==> src/rld_pkg.sv <==
// Shared types and constants for the run list decoder.
// No dependencies; imported by the decoder and its checker.
`default_nettype none

package rld_pkg;

   localparam int RUN_BYTE_W   = 8;
   localparam int SECTOR_W     = 64;
   localparam int SPC_W        = 8;
   localparam int REQ_DATA_W   = 8;
   localparam int RSP_DATA_W   = 128;
   localparam int RSP_USER_W   = 3;
   localparam int CSR_INDEX_W  = 1;
   localparam int CSR_DATA_W   = 64;
   localparam int ERR_W        = 2;

   localparam logic [CSR_INDEX_W-1:0] CSR_SECTORS_PER_CLUSTER = 1'd0;
   localparam logic [CSR_INDEX_W-1:0] CSR_BASE_SECTOR         = 1'd1;

   localparam logic [SPC_W-1:0] SPC_RESET = 8'd8;

   localparam logic [ERR_W-1:0] ERR_OK         = 2'd0;
   localparam logic [ERR_W-1:0] ERR_FIELD_SIZE = 2'd1;
   localparam logic [ERR_W-1:0] ERR_NEG_POS    = 2'd2;
   localparam logic [ERR_W-1:0] ERR_OVERFLOW   = 2'd3;

   localparam logic [3:0] NIBBLE_MASK = 4'hf;
   localparam logic [7:0] SIGN_BIT    = 8'h80;

   typedef enum logic [3:0] {
      PH_HEADER = 4'b0001,
      PH_LENGTH = 4'b0010,
      PH_DELTA  = 4'b0100,
      PH_SKIP   = 4'b1000
   } phase_type;

   // Job leaving the parse stage.
   typedef struct packed {
      logic                eol;
      logic                bad;
      logic                sparse;
      logic                neg;
      logic [SECTOR_W-1:0] length;
      logic [SECTOR_W-1:0] position;
   } parse_job_type;

   // Job leaving the scale stage.
   typedef struct packed {
      logic                eol;
      logic                bad;
      logic                sparse;
      logic                neg;
      logic                cnt_ovf;
      logic                pos_ovf;
      logic [SECTOR_W-1:0] count;
      logic [SECTOR_W-1:0] pos_scaled;
   } scale_job_type;

endpackage

`default_nettype wire

==> src/runlist_decoder.sv <==
// Run list decoder: parses a file-system data run list one byte per cycle and
// returns start sector and sector count per run. Depends on rld_pkg.
// Takes one byte per cycle while req_tready is high, with no dead cycles between
// runs or lists. A result passes to rsp_ after the transfer of the byte that
// closes its run (header for a terminator or bad header, last length byte of a
// sparse run, last delta byte otherwise) through the parse register, scaling
// multiply register and base add register. Position, delta and length decode in
// the parse stage, so back-to-back runs never wait on each other. Input
// transfers continue while a result waits on rsp_ as long as one of the two
// inner stages is free. Configuration is applied as written and must only
// change while no result is pending. There is no clearing pass after reset.
`default_nettype none

module runlist_decoder #(
   parameter int FIELD_BYTES = 8
) (
   input  wire logic                            clock,
   input  wire logic                            reset,
   input  wire logic                            req_tvalid,
   output      logic                            req_tready,
   input  wire logic [rld_pkg::REQ_DATA_W-1:0]  req_tdata,   // [7:0] run_byte
   output      logic                            rsp_tvalid,
   input  wire logic                            rsp_tready,
   output      logic [rld_pkg::RSP_DATA_W-1:0]  rsp_tdata,   // [63:0] start_sector,
                                                             // [127:64] sector_count
   output      logic                            rsp_tlast,   // end_of_list
   output      logic [rld_pkg::RSP_USER_W-1:0]  rsp_tuser,   // [0] is_sparse,
                                                             // [2:1] error_code
   input  wire logic                            csr_we,
   input  wire logic [rld_pkg::CSR_INDEX_W-1:0] csr_index,
   input  wire logic [rld_pkg::CSR_DATA_W-1:0]  csr_wdata
);
   import rld_pkg::*;

   localparam int ACC_W = 8 * FIELD_BYTES;
   localparam int IDX_W = (FIELD_BYTES > 1) ? $clog2(FIELD_BYTES) : 1;
   localparam logic [3:0] MAX_FIELD = 4'(FIELD_BYTES);

   logic [SPC_W-1:0]    spc_ff, spc_in;
   logic [SECTOR_W-1:0] base_ff, base_in;

   phase_type           phase_ff, phase_in;
   logic [3:0]          len_left_ff, len_left_in;
   logic [3:0]          delta_left_ff, delta_left_in;
   logic [IDX_W-1:0]    idx_ff, idx_in;
   logic [ACC_W-1:0]    len_acc_ff, len_acc_in;
   logic [ACC_W-1:0]    delta_acc_ff, delta_acc_in;
   logic [SECTOR_W-1:0] pos_ff, pos_in;

   logic                j1_v_ff, j1_v_in;
   parse_job_type       j1_ff, j1_in;
   logic                j2_v_ff, j2_v_in;
   scale_job_type       j2_ff, j2_in;
   logic                out_v_ff, out_v_in;
   logic [SECTOR_W-1:0] start_ff, start_in;
   logic [SECTOR_W-1:0] count_ff, count_in;
   logic                sparse_ff, sparse_in;
   logic                eol_ff, eol_in;
   logic [ERR_W-1:0]    err_ff, err_in;

   logic                out_load, j2_load, j1_load, accept;
   logic [RUN_BYTE_W-1:0] run_byte;
   logic [3:0]          hdr_len, hdr_off;
   logic [ACC_W-1:0]    len_merged, delta_merged;
   logic [SECTOR_W-1:0] delta_ext, pos_sum;
   logic                emit;
   parse_job_type       job;

   logic [SECTOR_W+SPC_W-1:0] cnt_prod, pos_prod;
   logic [SECTOR_W:0]         start_sum;
   logic                      start_ovf;

   // pipeline advance
   assign out_load   = !out_v_ff || rsp_tready;
   assign j2_load    = !j2_v_ff || out_load;
   assign j1_load    = !j1_v_ff || j2_load;
   assign req_tready = j1_load;
   assign accept     = req_tvalid && req_tready;

   assign run_byte = req_tdata[RUN_BYTE_W-1:0];
   assign hdr_len  = run_byte[3:0] & NIBBLE_MASK;
   assign hdr_off  = run_byte[7:4] & NIBBLE_MASK;

   always_comb begin
      for (int k = 0; k < FIELD_BYTES; k++) begin
         if (IDX_W'(k) < idx_ff) begin
            len_merged[8*k +: 8]   = len_acc_ff[8*k +: 8];
            delta_merged[8*k +: 8] = delta_acc_ff[8*k +: 8];
         end else if (IDX_W'(k) == idx_ff) begin
            len_merged[8*k +: 8]   = run_byte;
            delta_merged[8*k +: 8] = run_byte;
         end else begin
            len_merged[8*k +: 8]   = '0;
            delta_merged[8*k +: 8] = ((run_byte & SIGN_BIT) != '0) ? 8'hff : 8'h00;
         end
      end
   end

   assign delta_ext = SECTOR_W'($signed(delta_merged));
   assign pos_sum   = pos_ff + delta_ext;

   always_comb begin
      spc_in  = spc_ff;
      base_in = base_ff;
      if (csr_we) begin
         unique case (csr_index)
            CSR_SECTORS_PER_CLUSTER: spc_in  = csr_wdata[SPC_W-1:0];
            CSR_BASE_SECTOR:         base_in = csr_wdata;
            default: ;
         endcase
      end
   end

   // parse stage
   always_comb begin
      phase_in      = phase_ff;
      len_left_in   = len_left_ff;
      delta_left_in = delta_left_ff;
      idx_in        = idx_ff;
      len_acc_in    = len_acc_ff;
      delta_acc_in  = delta_acc_ff;
      pos_in        = pos_ff;
      emit          = 1'b0;
      job           = '0;
      if (accept) begin
         unique case (phase_ff)
            PH_HEADER: begin
               if (run_byte == '0) begin
                  pos_in  = '0;
                  emit    = 1'b1;
                  job.eol = 1'b1;
               end else begin
                  len_left_in   = hdr_len;
                  delta_left_in = hdr_off;
                  idx_in        = '0;
                  if (hdr_len == '0 || hdr_len > MAX_FIELD || hdr_off > MAX_FIELD) begin
                     phase_in = PH_SKIP;
                     emit     = 1'b1;
                     job.bad  = 1'b1;
                  end else begin
                     phase_in = PH_LENGTH;
                  end
               end
            end
            PH_LENGTH: begin
               len_acc_in  = len_merged;
               idx_in      = idx_ff + 1'b1;
               len_left_in = len_left_ff - 1'b1;
               if (len_left_ff == 4'd1) begin
                  idx_in = '0;
                  if (delta_left_ff == '0) begin
                     phase_in   = PH_HEADER;
                     emit       = 1'b1;
                     job.sparse = 1'b1;
                     job.length = SECTOR_W'(len_merged);
                  end else begin
                     phase_in = PH_DELTA;
                  end
               end
            end
            PH_DELTA: begin
               delta_acc_in  = delta_merged;
               idx_in        = idx_ff + 1'b1;
               delta_left_in = delta_left_ff - 1'b1;
               if (delta_left_ff == 4'd1) begin
                  idx_in       = '0;
                  pos_in       = pos_sum;
                  phase_in     = PH_HEADER;
                  emit         = 1'b1;
                  job.neg      = pos_sum[SECTOR_W-1];
                  job.length   = SECTOR_W'(len_acc_ff);
                  job.position = pos_sum;
               end
            end
            PH_SKIP: begin
               if (len_left_ff != '0) begin
                  len_left_in = len_left_ff - 1'b1;
               end else if (delta_left_ff != '0) begin
                  delta_left_in = delta_left_ff - 1'b1;
               end
               if (len_left_in == '0 && delta_left_in == '0) begin
                  phase_in = PH_HEADER;
               end
            end
            default: phase_in = PH_HEADER;
         endcase
      end
   end

   always_comb begin
      j1_v_in = j1_v_ff;
      j1_in   = j1_ff;
      if (j1_load) begin
         j1_v_in = emit;
         j1_in   = job;
      end
   end

   // scale stage
   assign cnt_prod = j1_ff.length * spc_ff;
   assign pos_prod = j1_ff.position * spc_ff;

   always_comb begin
      j2_v_in = j2_v_ff;
      j2_in   = j2_ff;
      if (j2_load) begin
         j2_v_in          = j1_v_ff;
         j2_in.eol        = j1_ff.eol;
         j2_in.bad        = j1_ff.bad;
         j2_in.sparse     = j1_ff.sparse;
         j2_in.neg        = j1_ff.neg;
         j2_in.cnt_ovf    = cnt_prod[SECTOR_W +: SPC_W] != '0;
         j2_in.pos_ovf    = pos_prod[SECTOR_W +: SPC_W] != '0;
         j2_in.count      = (cnt_prod[SECTOR_W +: SPC_W] != '0) ? '1
                                                                : cnt_prod[SECTOR_W-1:0];
         j2_in.pos_scaled = pos_prod[SECTOR_W-1:0];
      end
   end

   // base add and result stage
   assign start_sum = {1'b0, base_ff} + {1'b0, j2_ff.pos_scaled};
   assign start_ovf = j2_ff.pos_ovf || start_sum[SECTOR_W];

   always_comb begin
      out_v_in  = out_v_ff;
      start_in  = start_ff;
      count_in  = count_ff;
      sparse_in = sparse_ff;
      eol_in    = eol_ff;
      err_in    = err_ff;
      if (out_load) begin
         out_v_in  = j2_v_ff;
         start_in  = '0;
         count_in  = j2_ff.count;
         sparse_in = 1'b0;
         eol_in    = 1'b0;
         err_in    = ERR_OK;
         if (j2_ff.eol) begin
            count_in = '0;
            eol_in   = 1'b1;
         end else if (j2_ff.bad) begin
            count_in = '0;
            err_in   = ERR_FIELD_SIZE;
         end else if (j2_ff.sparse) begin
            sparse_in = 1'b1;
            err_in    = j2_ff.cnt_ovf ? ERR_OVERFLOW : ERR_OK;
         end else if (j2_ff.neg) begin
            err_in = ERR_NEG_POS;
         end else begin
            start_in = start_ovf ? '1 : start_sum[SECTOR_W-1:0];
            err_in   = (j2_ff.cnt_ovf || start_ovf) ? ERR_OVERFLOW : ERR_OK;
         end
      end
   end

   always_ff @(posedge clock) begin
      if (reset) begin
         spc_ff        <= SPC_RESET;
         base_ff       <= '0;
         phase_ff      <= PH_HEADER;
         len_left_ff   <= '0;
         delta_left_ff <= '0;
         idx_ff        <= '0;
         pos_ff        <= '0;
         j1_v_ff       <= 1'b0;
         j2_v_ff       <= 1'b0;
         out_v_ff      <= 1'b0;
      end else begin
         spc_ff        <= spc_in;
         base_ff       <= base_in;
         phase_ff      <= phase_in;
         len_left_ff   <= len_left_in;
         delta_left_ff <= delta_left_in;
         idx_ff        <= idx_in;
         pos_ff        <= pos_in;
         j1_v_ff       <= j1_v_in;
         j2_v_ff       <= j2_v_in;
         out_v_ff      <= out_v_in;
      end
   end

   always_ff @(posedge clock) begin
      len_acc_ff   <= len_acc_in;
      delta_acc_ff <= delta_acc_in;
      j1_ff        <= j1_in;
      j2_ff        <= j2_in;
      start_ff     <= start_in;
      count_ff     <= count_in;
      sparse_ff    <= sparse_in;
      eol_ff       <= eol_in;
      err_ff       <= err_in;
   end

   assign rsp_tvalid = out_v_ff;
   assign rsp_tdata  = {count_ff, start_ff};
   assign rsp_tlast  = eol_ff;
   assign rsp_tuser  = {err_ff, sparse_ff};

endmodule

`default_nettype wire

==> config.mk <==
export PLATFORM = sky130hd
export DESIGN_NAME = runlist_decoder
export DESIGN_NICKNAME = d
export VERILOG_FILES = /design/src/rld_pkg.sv /design/src/runlist_decoder.sv
export SDC_FILE = /design/constraint.sdc
export NUM_CORES = 2
export LEC_CHECK = 0
export BUFFER_PORTS_ARGS = -buffer_cell sky130_fd_sc_hd__buf_2
export CELL_PAD_IN_SITES_DETAIL_PLACEMENT = 0
export CELL_PAD_IN_SITES_GLOBAL_PLACEMENT = 1
export CORE_UTILIZATION = 27
export DETAILED_ROUTE_END_ITERATION = 6
export PLACE_DENSITY = 0.51
export SYNTH_ARGS = -nofsm -noshare
export SYNTH_HDL_FRONTEND = slang
export SYNTH_SLANG_ARGS = --single-unit
export TNS_END_PERCENT = 10
==> constraint.sdc <==
create_clock -name clock -period 11.34 [get_ports clock]
set_input_delay 2.835 -clock clock [delete_from_list [all_inputs] [get_ports clock]]
set_output_delay 2.835 -clock clock [all_outputs]
set_load 0.01 [all_outputs]
Yosys cells after proc, flatten, opt, wreduce, memory -nomap -nowiden
Cells that the tools add are included.
Storage, ports and cells
  flip-flop bits (word level): 680
  latch bits: 0
  bits in writable memories: 0
  ROM bits: 0
  input bits: 78
  output and inout bits: 134
  word-level logic and storage cells: 188
  memories: 0
Cells by class
  add/sub/neg operators: 5
  $mul: 2
  div/mod/pow operators: 0
  order comparisons: 10
  eq/ne operators: 18
  shifts and indexed selects: 0
  mux-type cells: 78
  bitwise gates (word level): 3
  reductions and logical operators: 40
Operator list (count)
  $mux W64: 5
  $mux W8: 33
  $pmux W64 S2: 2
  $mul A64 B8 Y72: 2
  $mux W128: 1
  $add A64 B64 Y65: 1
  $add A64 B64 Y64: 1
  $mux W4: 14
  $pmux W4 S3: 2
  $logic_not A4 Y1: 4
  $pmux W4 S4: 1
  $reduce_bool A8 Y1: 2
  $eq A3 B3 Y1 const A: 4
  $eq A4 B1 Y1 const B: 3
  $lt A3 B3 Y1 const A: 4
  $mux W3: 4
  $reduce_and A3 Y1: 4
  $mux W1: 10
  $ne A2 B2 Y1 const B: 5
  $reduce_and A2 Y1: 5
  $pmux W3 S3: 1
  $reduce_bool A3 Y1: 3
  $gt A4 B4 Y1 const B: 2
  $logic_not A8 Y1: 1
  other kinds (23): 42

Longest topological paths before layout
  depth in word-level cells: 10
  mapped depth: 25
  gate-level depth less buffers: 20

Least setup slack after synthesis
Ideal clock, no wire load.
  path type: input port to flip-flop
  from: in rsp_tready
  to: reg len_acc_ff[0], enable pin
  library setup time: 487 ps
  data arrival time: 9483 ps
  data required time: 10853 ps
  slack: 1371 ps
  cell stages on the path: 5
  path buffers: 0
  cell sequence: nor2b_1 > and2_1 > nand2_1 > nand2_1 > nor2_1
On the way
  word-level cells in the longest chain between the ends: 5
RTL lines
  from (decl): RTL line runlist_decoder.sv:23  | input wire logic rsp_tready,
  $logic_or A1 B1 Y1: RTL line runlist_decoder.sv:74  | assign out_load = !out_v_ff || rsp_tready;
  $logic_or A1 B1 Y1: RTL line runlist_decoder.sv:75  | assign j2_load = !j2_v_ff || out_load;
  $logic_or A1 B1 Y1: RTL line runlist_decoder.sv:76  | assign j1_load = !j1_v_ff || j2_load;
  via req_tready: RTL line runlist_decoder.sv:20  | output logic req_tready,
  $logic_and A1 B1 Y1: RTL line runlist_decoder.sv:78  | assign accept = req_tvalid && req_tready;
  $reduce_and A2 Y1 (no line)
  to (signal assigned): RTL line runlist_decoder.sv:283  | len_acc_ff <= len_acc_in;
  to (decl): RTL line runlist_decoder.sv:46  | logic [ACC_W-1:0] len_acc_ff, len_acc_in;
The timed path passes the listed nets, and every way through them passes these cells.
A chain may end at the register's enable or synchronous reset.

Worst setup path after layout
  from: reg spc_ff[2]
  to: reg j2_ff[73] (netlist bit) (data pin)
On the way
  word-level cells in the longest chain between the ends: 2
RTL lines
  from (decl): RTL line runlist_decoder.sv:39  | logic [SPC_W-1:0] spc_ff, spc_in;
  from (signal assigned): RTL line runlist_decoder.sv:269  | spc_ff <= spc_in;
  $mul A64 B8 Y72 *: RTL line runlist_decoder.sv:200  | assign cnt_prod = j1_ff.length * spc_ff;
  $reduce_bool A8 Y1: RTL line runlist_decoder.sv:214  | j2_in.count = (cnt_prod[SECTOR_W +: SPC_W] != '0) ? '1
  to (signal assigned): RTL line runlist_decoder.sv:286  | j2_ff <= j2_in;
  to (decl): RTL line runlist_decoder.sv:53  | scale_job_type j2_ff, j2_in;
Mark *: on every way between the ends. The rest lies on a longest branch, timed or not.

==> summary.md <==
| Metric | Value |
|---|---|
| Final #Nets | 8079 |
| Num Clock Sinks | 671 |
| FF-to-FF Start | spc_ff[2] |
| R2R Path End | j2_ff[73] |
| Hold WS | 0.4584 ns |
| Largest cells by area after synthesis | edfxtp_1 (24%), fa_1 (23%), and2_1 (9.0%) |
| CTS tree | yes |
| Largest net degree at the start of global routing | 75 |
| Via density | 4.876 |
| First-pass GRT wire length | 325.6 mm |
| H-Tree Level Count | 3 |
| Number of global-route vias before repair | 52500 |
| Critical path startpoint | spc_ff[2] |
| Synth top cells by count | and2_1 (948), fa_1 (746), nand2_1 (742) |
| Crit path largest cell delay | 1.15 ns |
| Initial DRC count | 3130 |
| Tot Pwr | 5.940 mW |
| Worst R2R Setup Slack | 2.62 ns |
| Setup Skew | 0.02924 ns |
| Run status | complete, no violations |
| CP max-delay cell | a2111oi_1 |
| Synthesis-stage register bit count | 671 |
| Crit share post-route | 76.93% |
| # rows | 180 |
| Hold_buf cts | 0 |
| Final setup vio count | 0 |
| Reg2Reg Depth | 19 |
| Number of top-level pins | 212 |
| RSZ-0062 raised after global routing | no |
| Cells after Synth | 6950 |
| Die X | 495.5 um |
| Synthesized area | 0.06576 mm^2 |
| Die Area | 0.2455 mm^2 |
| Number of flops mapped to enable cells by yosys | 517 |
| DRC errors left | 0 |
| Peak fanout along the critical path | 63 |
| Syn nets | 8093 |
| DP HPWL | 159.9 mm |
| First drt pass iteration count | 5 |
| Crit-path cells | buf_4 > and2_1 > fa_1 > fa_1 > fa_1 > inv_1 > fa_1 > inv_1 > ha_1 > and2_1 > nand3_1 > a2111oi_1 > o211ai_1 > nand3_1 > mux2_2 > a2bb2oi_1 > and4_4 > buf_4 > o211ai_1 |
| Post-route design area | 0.07276 mm^2 |
| Grt ovf | 0 |
| Tot GR Track Use | 17.15% |
| Via count | 49720 |
| Post-Route Setup TNS | 0 ns |
| Critical Path End Type | register |
| IO Port Bufs | 211 |
| Share of layout cells above drive strength 1 | 7.507% |
| Crit path top cell by count | fa_1 |
| Wire per inst | 20.56 um |
| Die Ht | 495.5 um |
| Crit start category | register |
| Lkg Pwr | 33.68 nW |
| # resized after CTS | 0 |
| Global placement routability congestion | 0.8413 |
| Worst Setup EP | j2_ff[73] |
| Num CTS Buffers | 84 |
| Dpl cell area | 0.06981 mm^2 |
| Min Tclk post-route | 8.724 ns |
| DRT antenna net count | 0 |
| YS warnings | 0 |
| Post-CTS Setup Repair Bufs | 0 |
| HP Class | register to register |
| Setup CP Type | register to register |
| Post-synth top area share | 23.61% |
| Max cap viols | 0 |
| Post-synthesis cell type count | 98 |
| Cell family with most CP delay | adder cells |
| Bufs and invs on worst path | 4 |
| Req. time, crit path | 11.78 ns |
| Predominant post-synthesis flop cell | edfxtp_1 |
| Slew HR | 13.38% |
| Critical path depth in cells | 19 |
| Area Overhead vs Synth | 10.64% |
| Part of the Yosys area used for sequential elements | 28.30% |
| Post-Syn Area per Cell | 9.462 um^2 |
| Clock tree root buffer cell | clkbuf_16 |
| Async SR Flop Fraction | 0% |
| Arr. time, crit path | 9.16 ns |
| Worst-Margin Slew | 1.296 ns |
| Initial antenna violation count | 11 |
| Final wirelength | 209.6 mm |
| Count leader, synth | and2_1 |
| Max VDD drop | 0.1129 mV |
| Largest buffer count on any clock path | 3 |
| Leading area contributor after synthesis | edfxtp_1 |
| Core Box Area | 0.2414 mm^2 |
| Pwr dens | 81.64 mW/mm^2 |
| Maximum clock frequency | 114.6 MHz |
| Final hold vios | 0 |
| Initial core utilization | 27.24% |
| Clock insertion delay at the later pin of the skew report | 0.73 ns |
| Clock transition at the registers of the reported paths | 0.06 ns |
| Max Transition Viols Final | 0 |
==> metrics by stage <==
stage | std cells | utilization, % | setup slack [ns]
3_5_place_dp | 10040 | 28.92 | 2.807
3_3_place_gp | 10040 | 28.92 | 2.949
4_1_cts | 10190 | 30.13 | 2.781
6_report | 10200 | 30.14 | 2.616
2_1_floorplan | 6950 | - | 1.371
5_1_grt | 10190 | 30.13 | 2.243
==> final cells by class <==
class	count	area (um^2)
fillers	25370	168700
multi-input cells	5302	43410
diodes	5	12.51
repair buffers	264	1469
clock buffers	115	2372
inverters	613	2311
flip-flops and latches	671	18640
clock inverters	42	560.5
well taps	3185	3985
==> sequential cells by signal, summed over array words and instances, names as in the netlist <==
register	cells
sparse_ff	1
phase_ff	4
spc_ff	8
start_ff	64
rsp_tlast	1
count_ff	64
j2_ff	134
j2_v_ff	1
pos_ff	64
idx_ff	3
delta_acc_ff	56
len_acc_ff	64
j1_v_ff	1
delta_left_ff	4
err_ff	2
base_ff	64
rsp_tvalid	1
j1_ff	131
len_left_ff	4
==> where the power goes <==
part	switching, mW	leakage [nW]	total [mW]	internal (mW)
clock network	1.17	1.41	2.88	1.70
registers	0.0469	7.23	2.71	2.66
logic	0.254	25.0	0.356	0.103
==> cell families (layout without fill, tap and decap cells) <==
kind of cell | Yosys count | count (layout) | share of synthesized area [%]
simple gates | 2588 | 2588 | 20.44
flops | 671 | 671 | 28.30
mux | 13 | 13 | 0.2055
compound gates | 1408 | 1408 | 13.43
xor+xnor | 228 | 228 | 3.037
fa+ha+maj | 1065 | 1065 | 28.78
other cells | 0 | 5 | 0
buf+inv | 977 | 1034 | 5.813
==> worst min path at each step <==
stage / startpoint / depth (start not counted) / slack, ns / to
after floorplan: j1_ff[129] / 0 / 0.40 / j2_ff[131]
after global placement: j2_v_ff / 2 / 0.44 / rsp_tvalid
after detailed placement: pos_ff[53] / 2 / 0.45 / pos_ff[53]
after CTS: base_ff[7] / 2 / 0.46 / base_ff[7]
after global routing: base_ff[7] / 2 / 0.48 / base_ff[7]
final: base_ff[7] / 2 / 0.46 / base_ff[7]
==> metal layers <==
layer | wire [um] | track usage (%) | vias up | share of wire, %
li1 | - | - | 23390 | -
met1 | 101700 | 24.35 | 25290 | 49
met2 | 96440 | 27.83 | 875 | 46
met3 | 8134 | 2.071 | 152 | 3.9
met4 | 3263 | 3.509 | 14 | 1.6
met5 | 87 | 0 | - | 0.041
==> cells in the final DEF (no fill, tap or decap), drive strengths merged, types with 12 or more instances in the layout <==
cell     Yosys  layout
o21ai      254     254
nor4        17      17
and3        42      42
or3         26      26
o21a        32      32
nor3        57      57
a31oi       56      56
a22o        16      16
buf         39     264
a211o       12      12
dfxtp      154     154
o211ai      34      34
o22ai       21      21
xnor2      118     118
a2111oi     17      17
a22oi       81      81
clkinv       0      24
fa         746     746
nand3      134     134
a21o       131     131
nand2b      21      21
a211oi      38      38
a21boi      14      14
nand2      752     752
nor2b       39      39
ha         319     319
xor2       110     110
inv        613     617
and2       949     949
clkbuf     325     115
a21oi      521     521
o21bai      55      55
or2         22      22
nor2       406     406
nand4       77      77
o31ai       26      26
edfxtp     517     517
==> worst reg2reg max path, stage by stage (launching register included) <==
cell and delay [ns]:
dfxtp_4 0.89, buf_4 0.68, and2_1 0.26, fa_1 0.43
fa_1 0.51, fa_1 0.49, inv_1 0.04, fa_1 0.47
inv_1 0.04, ha_1 0.38, and2_1 0.27, nand3_1 0.18
a2111oi_1 1.15, o211ai_1 0.30, nand3_1 0.40, mux2_2 0.39
a2bb2oi_1 0.16, and4_4 0.72, buf_4 0.52, o211ai_1 0.17
Power figures use the tool's default switching activity.
